$ cat src/ctg_pkg.sv
// Shared widths, fixed-point constants and helper functions for the circle
// trajectory generator. No dependencies.
`default_nettype none
package ctg_pkg;

  localparam int CORDIC_STEPS_DEF   = 18;
  localparam int TIME_FRAC_BITS_DEF = 32;

  localparam int TIME_W  = 48;
  localparam int Q_W     = 32;
  localparam int TRIG_W  = 34;
  localparam int MUL_A_W = 56;
  localparam int MUL_B_W = 49;
  localparam int MUL_P_W = MUL_A_W + MUL_B_W;
  localparam int OUT_W   = 40;
  localparam int EXT_W   = 50;

  localparam logic [31:0] INV_2PI_Q32 = 32'd683565276;
  localparam logic [31:0] PI_HALF_Q30 = 32'd1686629713;
  localparam logic signed [TRIG_W-1:0] GAIN_Q30 = 34'sd652032874;
  localparam logic signed [TRIG_W-1:0] ONE_Q30  = 34'sd1073741824;

  typedef logic signed [TRIG_W-1:0] trig_t;

  function automatic trig_t atan_q30(input logic [4:0] i);
    trig_t v;
    case (i)
      5'd0:  v = 34'sh03243F6A8;
      5'd1:  v = 34'sh01DAC6705;
      5'd2:  v = 34'sh00FADBAFC;
      5'd3:  v = 34'sh007F56EA6;
      5'd4:  v = 34'sh003FEAB76;
      5'd5:  v = 34'sh001FFD55B;
      5'd6:  v = 34'sh000FFFAAA;
      5'd7:  v = 34'sh0007FFF55;
      5'd8:  v = 34'sh0003FFFEA;
      5'd9:  v = 34'sh0001FFFFD;
      5'd10: v = 34'sh0000FFFFF;
      5'd11: v = 34'sh00007FFFF;
      5'd12: v = 34'sh00003FFFF;
      5'd13: v = 34'sh00001FFFF;
      5'd14: v = 34'sh00000FFFF;
      5'd15: v = 34'sh000007FFF;
      5'd16: v = 34'sh000003FFF;
      5'd17: v = 34'sh000001FFF;
      5'd18: v = 34'sh000000FFF;
      5'd19: v = 34'sh0000007FF;
      5'd20: v = 34'sh0000003FF;
      5'd21: v = 34'sh0000001FF;
      5'd22: v = 34'sh0000000FF;
      5'd23: v = 34'sh00000007F;
      5'd24: v = 34'sh00000003F;
      5'd25: v = 34'sh00000001F;
      5'd26: v = 34'sh00000000F;
      5'd27: v = 34'sh000000008;
      5'd28: v = 34'sh000000004;
      5'd29: v = 34'sh000000002;
      5'd30: v = 34'sh000000001;
      default: v = '0;
    endcase
    return v;
  endfunction

  function automatic logic signed [OUT_W-1:0] sat40(input logic signed [EXT_W-1:0] v);
    logic signed [EXT_W-1:0] hi;
    logic signed [EXT_W-1:0] lo;
    logic signed [OUT_W-1:0] r;
    hi = 50'sh00_7FFF_FFFF_FF;
    lo = -50'sh00_8000_0000_00;
    if (v > hi) begin
      r = 40'sh7F_FFFF_FFFF;
    end else if (v < lo) begin
      r = 40'sh80_0000_0000;
    end else begin
      r = v[OUT_W-1:0];
    end
    return r;
  endfunction

endpackage
`default_nettype wire

$ cat src/ctg_mul.sv
// Bit-serial signed multiplier: one bit of the B operand per cycle.
// Depends on ctg_pkg for operand widths.
`default_nettype none
module ctg_mul (
  input  logic                               clk,
  input  logic                               rst,
  input  logic                               start,
  input  logic signed [ctg_pkg::MUL_A_W-1:0] a,
  input  logic signed [ctg_pkg::MUL_B_W-1:0] b,
  output logic                               done,
  output logic signed [ctg_pkg::MUL_P_W-1:0] prod
);
  import ctg_pkg::*;

  localparam int CW = $clog2(MUL_B_W + 1);

  logic signed [MUL_A_W-1:0] areg;
  logic signed [MUL_A_W:0]   acc;
  logic signed [MUL_A_W:0]   addend;
  logic signed [MUL_A_W:0]   sum;
  logic [MUL_B_W-1:0]        breg;
  logic [CW-1:0]             cnt;
  logic                      busy;
  logic                      last;

  assign last = (cnt == CW'(MUL_B_W - 1));

  always_comb begin
    addend = '0;
    if (breg[0]) begin
      if (last) begin
        addend = -{areg[MUL_A_W-1], areg};
      end else begin
        addend = {areg[MUL_A_W-1], areg};
      end
    end
    sum = acc + addend;
  end

  always_ff @(posedge clk) begin
    if (rst) begin
      busy <= 1'b0;
      done <= 1'b0;
    end else begin
      done <= 1'b0;
      if (start) begin
        busy <= 1'b1;
      end else if (busy && last) begin
        busy <= 1'b0;
        done <= 1'b1;
      end
    end
  end

  always_ff @(posedge clk) begin
    if (start) begin
      areg <= a;
      breg <= b;
      acc  <= '0;
      cnt  <= '0;
    end else if (busy) begin
      acc  <= {sum[MUL_A_W], sum[MUL_A_W:1]};
      breg <= {sum[0], breg[MUL_B_W-1:1]};
      cnt  <= cnt + 1'b1;
    end
  end

  assign prod = {acc[MUL_A_W-1:0], breg};

endmodule
`default_nettype wire

$ cat src/ctg_div.sv
// Restoring divider giving a Q0.32 fraction, one quotient bit per cycle.
// Depends on ctg_pkg for widths.
`default_nettype none
module ctg_div (
  input  logic                         clk,
  input  logic                         rst,
  input  logic                         start,
  input  logic [ctg_pkg::TIME_W-1:0]   num,
  input  logic [ctg_pkg::TIME_W-1:0]   den,
  output logic                         done,
  output logic [ctg_pkg::Q_W-1:0]      quo
);
  import ctg_pkg::*;

  localparam int CW = $clog2(Q_W + 1);

  logic [TIME_W-1:0] rem;
  logic [TIME_W-1:0] dreg;
  logic [TIME_W:0]   shifted;
  logic [TIME_W:0]   diff;
  logic              ge;
  logic [CW-1:0]     cnt;
  logic              busy;
  logic              last;

  assign shifted = {rem, 1'b0};
  assign diff    = shifted - {1'b0, dreg};
  assign ge      = (shifted >= {1'b0, dreg});
  assign last    = (cnt == CW'(Q_W - 1));

  always_ff @(posedge clk) begin
    if (rst) begin
      busy <= 1'b0;
      done <= 1'b0;
    end else begin
      done <= 1'b0;
      if (start) begin
        busy <= 1'b1;
      end else if (busy && last) begin
        busy <= 1'b0;
        done <= 1'b1;
      end
    end
  end

  always_ff @(posedge clk) begin
    if (start) begin
      rem  <= num;
      dreg <= den;
      quo  <= '0;
      cnt  <= '0;
    end else if (busy) begin
      rem <= ge ? diff[TIME_W-1:0] : shifted[TIME_W-1:0];
      quo <= {quo[Q_W-2:0], ge};
      cnt <= cnt + 1'b1;
    end
  end

endmodule
`default_nettype wire

$ cat src/ctg_cordic.sv
// Iterative rotation-mode CORDIC, one micro-rotation per cycle.
// Depends on ctg_pkg for the arctangent table and gain constant.
`default_nettype none
module ctg_cordic #(
  parameter int STEPS = ctg_pkg::CORDIC_STEPS_DEF
) (
  input  logic          clk,
  input  logic          rst,
  input  logic          start,
  input  ctg_pkg::trig_t z0,
  output logic          done,
  output ctg_pkg::trig_t x,
  output ctg_pkg::trig_t y
);
  import ctg_pkg::*;

  localparam int NS = (STEPS > 32) ? 32 : STEPS;
  localparam int CW = $clog2(NS + 1);

  trig_t         z;
  trig_t         dx;
  trig_t         dy;
  trig_t         at;
  logic [CW-1:0] i;
  logic [4:0]    idx;
  logic          busy;
  logic          last;

  assign idx  = 5'(i);
  assign dx   = y >>> idx;
  assign dy   = x >>> idx;
  assign at   = atan_q30(idx);
  assign last = (i == CW'(NS - 1));

  always_ff @(posedge clk) begin
    if (rst) begin
      busy <= 1'b0;
      done <= 1'b0;
    end else begin
      done <= 1'b0;
      if (start) begin
        busy <= 1'b1;
      end else if (busy && last) begin
        busy <= 1'b0;
        done <= 1'b1;
      end
    end
  end

  always_ff @(posedge clk) begin
    if (start) begin
      x <= GAIN_Q30;
      y <= '0;
      z <= z0;
      i <= '0;
    end else if (busy) begin
      if (!z[TRIG_W-1]) begin
        x <= x - dx;
        y <= y + dy;
        z <= z - at;
      end else begin
        x <= x + dx;
        y <= y - dy;
        z <= z + at;
      end
      i <= i + 1'b1;
    end
  end

endmodule
`default_nettype wire

$ cat src/circle_trajectory_generator_top.sv
// Circle trajectory setpoint generator: sequencer, registers and result staging.
// Depends on ctg_pkg, ctg_mul, ctg_div and ctg_cordic.
//
// Channel  Direction  Beat contents
// s_*      in         tdata[0] restart
// m_*      out        tdata: pos_x, vel_x, acc_x, pos_y, vel_y, acc_y, pos_z, vel_z, acc_z
// cfg_*    in         cfg_index selects the register, cfg_data holds its value
//
// The bit-serial multiplier dominates the time of a tick, from one accepted beat to the next.
// While the ramp is active the divider and two more products add to that time.
// Reset clears the elapsed time, the registers (time_step returns to its default) and all control state.
// A finished result waits in the output register while the next beat is taken.
`default_nettype none
module circle_trajectory_generator_top #(
  parameter int CORDIC_STEPS   = ctg_pkg::CORDIC_STEPS_DEF,
  parameter int TIME_FRAC_BITS = ctg_pkg::TIME_FRAC_BITS_DEF
) (
  input  logic         clk,
  input  logic         rst,
  input  logic         s_tvalid,
  output logic         s_tready,
  input  logic [7:0]   s_tdata,   // [0] restart
  output logic         m_tvalid,
  input  logic         m_tready,
  output logic [359:0] m_tdata,   // pos_x, vel_x, acc_x, pos_y, vel_y, acc_y, pos_z, vel_z, acc_z
  input  logic         cfg_valid,
  output logic         cfg_ready,
  input  logic [2:0]   cfg_index,
  input  logic [31:0]  cfg_data
);
  import ctg_pkg::*;

  localparam int SH  = 16 + TIME_FRAC_BITS;
  localparam int SHL = (TIME_FRAC_BITS >= 32) ? TIME_FRAC_BITS - 32 : 0;
  localparam int SHR = (TIME_FRAC_BITS >= 32) ? 0 : 32 - TIME_FRAC_BITS;

  localparam logic [2:0] REG_RADIUS = 3'd0;
  localparam logic [2:0] REG_CRATE  = 3'd1;
  localparam logic [2:0] REG_LAMP   = 3'd2;
  localparam logic [2:0] REG_LRATE  = 3'd3;
  localparam logic [2:0] REG_STEP   = 3'd4;
  localparam logic [2:0] REG_RAMP   = 3'd5;

  localparam logic [2:0] S_IDLE = 3'd0;
  localparam logic [2:0] S_CHK  = 3'd1;
  localparam logic [2:0] S_DIV  = 3'd2;
  localparam logic [2:0] S_MST  = 3'd3;
  localparam logic [2:0] S_MWT  = 3'd4;
  localparam logic [2:0] S_COR  = 3'd5;
  localparam logic [2:0] S_FIN  = 3'd6;

  localparam logic [4:0] OP_WC  = 5'd0;
  localparam logic [4:0] OP_WL  = 5'd1;
  localparam logic [4:0] OP_IC  = 5'd2;
  localparam logic [4:0] OP_PC  = 5'd3;
  localparam logic [4:0] OP_ZC  = 5'd4;
  localparam logic [4:0] OP_IL  = 5'd5;
  localparam logic [4:0] OP_PL  = 5'd6;
  localparam logic [4:0] OP_ZL  = 5'd7;
  localparam logic [4:0] OP_RW  = 5'd8;
  localparam logic [4:0] OP_RWW = 5'd9;
  localparam logic [4:0] OP_AV  = 5'd10;
  localparam logic [4:0] OP_AVV = 5'd11;
  localparam logic [4:0] OP_PX  = 5'd12;
  localparam logic [4:0] OP_VX  = 5'd13;
  localparam logic [4:0] OP_AX  = 5'd14;
  localparam logic [4:0] OP_PY  = 5'd15;
  localparam logic [4:0] OP_VY  = 5'd16;
  localparam logic [4:0] OP_AY  = 5'd17;
  localparam logic [4:0] OP_PZ  = 5'd18;
  localparam logic [4:0] OP_VZ  = 5'd19;
  localparam logic [4:0] OP_AZ  = 5'd20;

  logic [23:0]        radius;
  logic signed [23:0] circle_rate;
  logic signed [23:0] lift_amplitude;
  logic signed [23:0] lift_rate;
  logic [31:0]        time_step;
  logic [23:0]        ramp_time;

  logic [TIME_W-1:0]  elapsed;
  logic [TIME_W-1:0]  t;
  logic [TIME_W-1:0]  rt;
  logic [TIME_W:0]    step;
  logic [TIME_W:0]    t_sum;
  logic               ramping;

  logic [2:0]         st;
  logic [4:0]         op;

  logic [Q_W-1:0]            f;
  logic signed [23:0]        w_eff;
  logic signed [23:0]        v_eff;
  logic signed [MUL_A_W-1:0] wt;
  logic [31:0]               p;
  logic [31:0]               p_off;
  logic [1:0]                quad;
  logic signed [31:0]        rr;
  logic signed [47:0]        rw;
  logic signed [47:0]        rww;
  logic signed [47:0]        av;
  logic signed [47:0]        avv;
  trig_t                     cc;
  trig_t                     sc;
  trig_t                     ca;
  trig_t                     sa;
  trig_t                     c_new;
  trig_t                     s_new;

  logic signed [OUT_W-1:0] res   [9];
  logic signed [OUT_W-1:0] out_r [9];
  logic [3:0]              res_idx;
  logic signed [47:0]      v48;
  logic signed [EXT_W-1:0] ext;
  logic signed [EXT_W-1:0] res_ext;

  logic                      mul_start;
  logic                      mul_done;
  logic signed [MUL_A_W-1:0] mul_a;
  logic signed [MUL_B_W-1:0] mul_b;
  logic signed [MUL_P_W-1:0] mul_prod;
  logic                      div_start;
  logic                      div_done;
  logic [Q_W-1:0]            div_q;
  logic                      cor_start;
  logic                      cor_done;
  trig_t                     cor_x;
  trig_t                     cor_y;

  assign cfg_ready = 1'b1;
  assign s_tready  = (st == S_IDLE);

  assign rt      = TIME_W'(ramp_time) << (TIME_FRAC_BITS - 16);
  assign ramping = (ramp_time != '0) && (t < rt);
  assign step    = ((TIME_W + 1)'(time_step) << SHL) >> SHR;
  assign t_sum   = {1'b0, t} + step;

  assign p_off = p + 32'h2000_0000;
  assign quad  = p_off[31:30];
  assign rr    = p - {quad, 30'b0};

  assign mul_start = (st == S_MST);
  assign div_start = (st == S_CHK) && ramping;
  assign cor_start = (st == S_MWT) && mul_done && ((op == OP_ZC) || (op == OP_ZL));

  always_comb begin
    case (op)
      OP_WC:   begin mul_a = MUL_A_W'(circle_rate);    mul_b = MUL_B_W'(f);           end
      OP_WL:   begin mul_a = MUL_A_W'(lift_rate);      mul_b = MUL_B_W'(f);           end
      OP_IC:   begin mul_a = MUL_A_W'(w_eff);          mul_b = MUL_B_W'(INV_2PI_Q32); end
      OP_IL:   begin mul_a = MUL_A_W'(v_eff);          mul_b = MUL_B_W'(INV_2PI_Q32); end
      OP_PC:   begin mul_a = wt;                       mul_b = MUL_B_W'(t);           end
      OP_PL:   begin mul_a = wt;                       mul_b = MUL_B_W'(t);           end
      OP_ZC:   begin mul_a = MUL_A_W'(rr);             mul_b = MUL_B_W'(PI_HALF_Q30); end
      OP_ZL:   begin mul_a = MUL_A_W'(rr);             mul_b = MUL_B_W'(PI_HALF_Q30); end
      OP_RW:   begin mul_a = MUL_A_W'(radius);         mul_b = MUL_B_W'(w_eff);       end
      OP_RWW:  begin mul_a = MUL_A_W'(rw);             mul_b = MUL_B_W'(w_eff);       end
      OP_AV:   begin mul_a = MUL_A_W'(lift_amplitude); mul_b = MUL_B_W'(v_eff);       end
      OP_AVV:  begin mul_a = MUL_A_W'(av);             mul_b = MUL_B_W'(v_eff);       end
      OP_PX:   begin mul_a = MUL_A_W'(radius);         mul_b = MUL_B_W'(cc);          end
      OP_VX:   begin mul_a = MUL_A_W'(rw);             mul_b = MUL_B_W'(sc);          end
      OP_AX:   begin mul_a = MUL_A_W'(rww);            mul_b = MUL_B_W'(cc);          end
      OP_PY:   begin mul_a = MUL_A_W'(radius);         mul_b = MUL_B_W'(sc);          end
      OP_VY:   begin mul_a = MUL_A_W'(rw);             mul_b = MUL_B_W'(cc);          end
      OP_AY:   begin mul_a = MUL_A_W'(rww);            mul_b = MUL_B_W'(sc);          end
      OP_PZ:   begin mul_a = MUL_A_W'(lift_amplitude); mul_b = MUL_B_W'(ONE_Q30 - ca); end
      OP_VZ:   begin mul_a = MUL_A_W'(av);             mul_b = MUL_B_W'(sa);          end
      OP_AZ:   begin mul_a = MUL_A_W'(avv);            mul_b = MUL_B_W'(ca);          end
      default: begin mul_a = '0;                       mul_b = '0;                    end
    endcase
  end

  assign v48     = mul_prod[77:30];
  assign ext     = EXT_W'(v48);
  assign res_idx = 4'(op - OP_PX);

  always_comb begin
    case (op)
      OP_PX:   res_ext = ext - EXT_W'(radius);
      OP_VX:   res_ext = -ext;
      OP_AX:   res_ext = -ext;
      OP_AY:   res_ext = -ext;
      default: res_ext = ext;
    endcase
  end

  always_comb begin
    case (quad)
      2'd0:    begin c_new = cor_x;  s_new = cor_y;  end
      2'd1:    begin c_new = -cor_y; s_new = cor_x;  end
      2'd2:    begin c_new = -cor_x; s_new = -cor_y; end
      default: begin c_new = cor_y;  s_new = -cor_x; end
    endcase
  end

  always_ff @(posedge clk) begin
    if (rst) begin
      radius         <= '0;
      circle_rate    <= '0;
      lift_amplitude <= '0;
      lift_rate      <= '0;
      time_step      <= 32'd4294967;
      ramp_time      <= '0;
    end else if (cfg_valid && cfg_ready) begin
      case (cfg_index)
        REG_RADIUS: radius         <= cfg_data[23:0];
        REG_CRATE:  circle_rate    <= cfg_data[23:0];
        REG_LAMP:   lift_amplitude <= cfg_data[23:0];
        REG_LRATE:  lift_rate      <= cfg_data[23:0];
        REG_STEP:   time_step      <= cfg_data;
        REG_RAMP:   ramp_time      <= cfg_data[23:0];
        default:    ;
      endcase
    end
  end

  always_ff @(posedge clk) begin
    if (rst) begin
      st       <= S_IDLE;
      op       <= OP_WC;
      elapsed  <= '0;
      m_tvalid <= 1'b0;
    end else begin
      if (m_tvalid && m_tready) begin
        m_tvalid <= 1'b0;
      end
      case (st)
        S_IDLE: begin
          if (s_tvalid) begin
            st <= S_CHK;
          end
        end
        S_CHK: begin
          if (ramping) begin
            st <= S_DIV;
          end else begin
            op <= OP_IC;
            st <= S_MST;
          end
        end
        S_DIV: begin
          if (div_done) begin
            op <= OP_WC;
            st <= S_MST;
          end
        end
        S_MST: begin
          st <= S_MWT;
        end
        S_MWT: begin
          if (mul_done) begin
            if ((op == OP_ZC) || (op == OP_ZL)) begin
              st <= S_COR;
            end else if (op == OP_AZ) begin
              st <= S_FIN;
            end else begin
              op <= op + 1'b1;
              st <= S_MST;
            end
          end
        end
        S_COR: begin
          if (cor_done) begin
            op <= op + 1'b1;
            st <= S_MST;
          end
        end
        S_FIN: begin
          if (!m_tvalid || m_tready) begin
            m_tvalid <= 1'b1;
            elapsed  <= t_sum[TIME_W] ? {TIME_W{1'b1}} : t_sum[TIME_W-1:0];
            st       <= S_IDLE;
          end
        end
        default: st <= S_IDLE;
      endcase
    end
  end

  always_ff @(posedge clk) begin
    if (s_tvalid && s_tready) begin
      t <= s_tdata[0] ? '0 : elapsed;
    end
    if (st == S_CHK && !ramping) begin
      w_eff <= circle_rate;
      v_eff <= lift_rate;
    end
    if (div_done) begin
      f <= div_q;
    end
    if (st == S_COR && cor_done) begin
      if (op == OP_ZC) begin
        cc <= c_new;
        sc <= s_new;
      end else begin
        ca <= c_new;
        sa <= s_new;
      end
    end
    if (st == S_MWT && mul_done) begin
      case (op)
        OP_WC:   w_eff <= mul_prod[55:32];
        OP_WL:   v_eff <= mul_prod[55:32];
        OP_IC:   wt    <= mul_prod[MUL_A_W-1:0];
        OP_IL:   wt    <= mul_prod[MUL_A_W-1:0];
        OP_PC:   p     <= mul_prod[SH+31:SH];
        OP_PL:   p     <= mul_prod[SH+31:SH];
        OP_ZC:   ;
        OP_ZL:   ;
        OP_RW:   rw    <= mul_prod[63:16];
        OP_RWW:  rww   <= mul_prod[63:16];
        OP_AV:   av    <= mul_prod[63:16];
        OP_AVV:  avv   <= mul_prod[63:16];
        default: res[res_idx] <= sat40(res_ext);
      endcase
    end
    if (st == S_FIN && (!m_tvalid || m_tready)) begin
      out_r <= res;
    end
  end

  assign m_tdata = {out_r[8], out_r[7], out_r[6], out_r[5], out_r[4],
                    out_r[3], out_r[2], out_r[1], out_r[0]};

  ctg_mul u_mul (
    .clk   (clk),
    .rst   (rst),
    .start (mul_start),
    .a     (mul_a),
    .b     (mul_b),
    .done  (mul_done),
    .prod  (mul_prod)
  );

  ctg_div u_div (
    .clk   (clk),
    .rst   (rst),
    .start (div_start),
    .num   (t),
    .den   (rt),
    .done  (div_done),
    .quo   (div_q)
  );

  ctg_cordic #(
    .STEPS (CORDIC_STEPS)
  ) u_cordic (
    .clk   (clk),
    .rst   (rst),
    .start (cor_start),
    .z0    (mul_prod[63:30]),
    .done  (cor_done),
    .x     (cor_x),
    .y     (cor_y)
  );

`ifndef SYNTHESIS
  a_mul_done_state: assert property (@(posedge clk) disable iff (rst)
    mul_done |-> (st == S_MWT))
    else $error("Multiplier finished outside its wait state.");

  a_cor_done_state: assert property (@(posedge clk) disable iff (rst)
    cor_done |-> (st == S_COR))
    else $error("CORDIC finished outside its wait state.");

  a_time_hold: assert property (@(posedge clk) disable iff (rst)
    (st != S_FIN) |=> $stable(elapsed))
    else $error("Elapsed time changed outside the end of a tick.");

  a_result_issued: assert property (@(posedge clk) disable iff (rst)
    (st == S_FIN && (!m_tvalid || m_tready)) |=> (m_tvalid && st == S_IDLE))
    else $error("Finished tick did not produce an output beat.");
`endif

endmodule
`default_nettype wire
$ cat config.mk
export PLATFORM = sky130hd
export DESIGN_NAME = circle_trajectory_generator_top
export DESIGN_NICKNAME = d
export VERILOG_FILES = /design/src/ctg_pkg.sv /design/src/ctg_mul.sv /design/src/ctg_div.sv /design/src/ctg_cordic.sv /design/src/circle_trajectory_generator_top.sv
export SDC_FILE = /design/constraint.sdc
export NUM_CORES = 2
export LEC_CHECK = 0
export ABC_AREA = 1
export ABC_CLOCK_PERIOD_IN_PS = 16450
export BUFFER_PORTS_ARGS = -buffer_cell sky130_fd_sc_hd__buf_2
export CELL_PAD_IN_SITES_DETAIL_PLACEMENT = 1
export CELL_PAD_IN_SITES_GLOBAL_PLACEMENT = 2
export CORE_MARGIN = 4
export CORE_UTILIZATION = 30
export CTS_CLUSTER_DIAMETER = 50
export CTS_CLUSTER_SIZE = 12
export DETAILED_ROUTE_END_ITERATION = 10
export PLACE_DENSITY = 0.71
export SLEW_MARGIN = 40
export SYNTH_ARGS = -nofsm -noshare
export SYNTH_HDL_FRONTEND = slang
export SYNTH_SLANG_ARGS = --single-unit
$ cat constraint.sdc
create_clock -name clk -period 16.45 [get_ports clk]
set_input_delay 0.8225 -clock clk [delete_from_list [all_inputs] [get_ports clk]]
set_output_delay 0.8225 -clock clk [all_outputs]
set_load 0.01 [all_outputs]
==> results.md <==
- Min Tclk post-route: 6.69 ns
- Sequential area share after synthesis: a little over half
- Worst-path clk slew: 0.07 ns
- Setup WS post-layout: 9.76 ns
- H-tree Lvls: 4
- Post-route setup TNS: 0 ns
- R2r endpoint: u_cordic.x[33]
- Clk sink count: 1893
- Syn_nets: 10800
- # Max-Cap Violations: 0
- Top-Level Pins: 411
- Core outline area: 316000 µm²
- Seq pwr share: 38.6%
- Unrepaired setup endpoints after global routing: no
- CP top delay family: simple AND/OR/NAND/NOR gates
- Crit. path cell count: 34
- Avg Inst Size Synth: 9.10 µm²
- Switching Fraction: 37.7%
- Reg-to-reg startpoint: u_cordic.i[1]
- DR iter-0 viols: 7064
- Synth-to-Final Area Change: 15.7%
- Cell mode on critical path: nand3_1
- Die ar.: 327000 µm²
- Worst Skew: about 0.16 ns
- NumNets Final: 11200
- CP max FO: 44
- Arr. time, crit path: ~7.4 ns
- Overall die height: 572 µm
- P_leak: ~43 nW
- Drt total wl: 392000 µm
- Fin cells: ~15000
- Number of global-route vias before repair: 81600
- GRT Total Usage: 23.2%
- Reg-to-reg slack, setup: 9.76 ns
- Most instantiated cells after synthesis: nand2_1, edfxtp_1, inv_1
- Post-synthesis cell area: 95400 µm²
- Vias per std cell: 5.28
- Hold Vio Cnt, Final: 0
- Most frequent cell after synthesis: nand2_1
- Yosys top cell area share: 44.9%
- PD cells: about 150 nW/µm²
- Status: completed
- Warnings, synthesis: 0
- Via count: 80300
- First-pass DRT Iterations: 6
- Largest net degree at the start of global routing: 134
- Ranking of synthesized cells by area: edfxtp_1, dfxtp_1, nand2_1, inv_1, o21ai_0
- CTS tree: built
- Wire per inst: 25.8 µm
- CP Launch Type: flop
- Worst hold path type: in -> reg
- CTS max path bufs: 4
- Worst Setup SP: u_cordic.i[1]
- CP endpoint kind: flop
- Later-pin clock latency in the skew report: 1.00 ns
- DIE WIDTH: between 500 and 600 µm
- Cell Int Power: 0.0103 W
- Root buffer cell: clkbuf_16
- Ys async rst share: 0%
- Effective utilization at floorplan: 30.2%
- Top cell type by total area after synthesis: edfxtp_1
- Port Buffers: ~400
- Crit path capture: u_cordic.x[33]
- Row cnt: between 200 and 250
- Antenna violations before repair: 30
- Postcts setup bufs: 0
- Achievable Freq: 150 MHz
- WP buf/inv: 7
- Slew headroom: 36.7%
- Endpoints failing setup: 0
- Placed instance count: 14800
- Prevailing post-synth register cell: edfxtp_1
- Max incr delay on CP: 0.52 ns
- Depth of the most critical reg-to-reg path: 34
- Distinct cell type count after synthesis: 72
- Critical-path top delay cell: buf_4
- Crit path required time: 17.19 ns
- Fin crit share: 40.6%
- DRC Markers: 0
- Gates resized, CTS repair: 0
- Peak VDD IR: between 90 and 100 µV
- Post-route ant nets: 0
- NetSw: 0.00621 W
- HPWL after DPL: between 200000 and 300000 µm
- Slew of the pin with the lowest slew margin: 0.949 ns
- Pins Over Slew Limit: 0
- Post-synthesis cell count: 10500
- First-pass GRT wire length: about 570000 µm
- Gp weighted congestion: ~0.90
- Post-place setup slack: ~9.6 ns
- CP Class: reg -> reg
- Num CTS Buffers: roughly 240
- Share of cells above drive strength 1: 9.92%
- #FFs+latches synth: 1893
- Combinational Power Share: between 20% and 30%
- Hold Buf Count CTS: 0
- Clock Power Share: 32.1%
- Overflow after GRT: 0
- Post-synth EDFFs: 1427
[sequential cells by signal, indices dropped and copies added, names as in the netlist, 49 cells and up]
register and flops:
m_tdata 360, res 360, u_mul.acc 56, u_mul.areg 56, wt 56, u_mul.breg 49
[cells in the final DEF, fill, tap and decap left out, types with 25 or more instances in the layout]
master / Yosys / routed
inv_6: 0 / 30
buf_4: 3 / 125
a21oi_1: 744 / 743
o21ai_0: 766 / 762
inv_1: 1232 / 1223
o2111ai_1: 29 / 28
clkbuf_1: 322 / 48
o221ai_1: 26 / 26
buf_2: 39 / 406
a22o_1: 40 / 40
o211ai_1: 94 / 94
nor4_1: 54 / 53
o22ai_1: 58 / 58
a31oi_1: 154 / 154
nand2_1: 1959 / 1954
dfxtp_1: 466 / 460
ha_1: 286 / 286
nand3_1: 644 / 643
nand4_1: 100 / 100
or2_2: 39 / 39
o21a_1: 29 / 29
clkbuf_16: 0 / 243
o21ai_1: 22 / 25
xor2_1: 210 / 210
nor3_1: 141 / 134
xnor2_1: 112 / 112
nor2_1: 1000 / 974
edfxtp_1: 1427 / 1427
a221oi_1: 171 / 171
[how the worst min path moves through the flow]
stage | to | start | depth (start not counted)
2_1_floorplan | m_tdata[0] | res[320] | 0
3_3_place_gp | m_tdata[58] | res[298] | 0
3_5_place_dp | m_tdata[240] | res[80] | 0
4_1_cts | time_step[31] | cfg_data[31] | 3
5_1_grt | time_step[31] | cfg_data[31] | 3
6_report | time_step[31] | cfg_data[31] | 3
[layout make-up]
cell class                      instances  area (µm²)
Fill cell                           36300      205000
Sequential cell                      1893       52200
Multi-Input combinational cell       6914       37100
Clock buffer                          301        6400
Tap cell                             4160        5200
Inverter                             1257        4730
Timing Repair Buffer                  552        3290
Clock inverter                        125        1520
Antenna cell                            9        22.5
[per-stage QoR]
step                total power (W)  utilization (%)  instance area, µm²  hold slack (ns)
detailed placement           0.0112             32.4              102000            0.405
floorplan                   0.00920                -               95400            0.400
CTS                          0.0165             34.9              110000            0.163
global route                 0.0173             35.0              110000            0.160
finish                       0.0165             35.0              110000            0.205
global placement             0.0111             32.4              102000            0.401
[worst register-to-register path, delay by kind of cell (launching register included)]
| kind | cells | cell delay (ns) |
|---|---|---|
| flops | 1 | 0.30 |
| fa+ha+maj | 2 | 0.61 |
| simple gates | 19 | 2.54 |
| compound gates | 6 | 1.40 |
| buf+inv | 7 | 1.67 |
[per-layer routing]
| layer | vias to the layer above | GRT usage [%] | wire length [µm] |
|---|---|---|---|
| met4 | 0 | 7.72 | 13900 |
| li1 | 37000 | - | - |
| met2 | 2610 | 37.4 | 177000 |
| met5 | - | 0 | 0 |
| met1 | 40100 | 32.3 | 177000 |
| met3 | 524 | 2.95 | 24700 |
[power groups by stage]
stage	Clock, W	Combinational (W)	Sequential (W)
3_5_place_dp	0	0.00477	0.00645
6_report	0.00528	0.00482	0.00636
4_1_cts	0.00537	0.00481	0.00635
5_1_grt	0.00559	0.00534	0.00639
2_1_floorplan	0	0.00307	0.00613
3_3_place_gp	0	0.00468	0.00644
[logic make-up (layout without fill, tap and decap cells)]
group,Yosys count,after routing,share of synthesized area [%]
DFF,1893,1893,54.7
AOI/OAI and AO/OA,2279,2279,14.0
other,1,10,0.00393
buffers and inverters,1684,2235,6.73
adders and majority gates,293,293,3.90
xor gates and xnor gates,322,322,2.95
and+or+nand+nor,4019,4019,17.7
No activity file was read; power rests on OpenSTA's default activity.
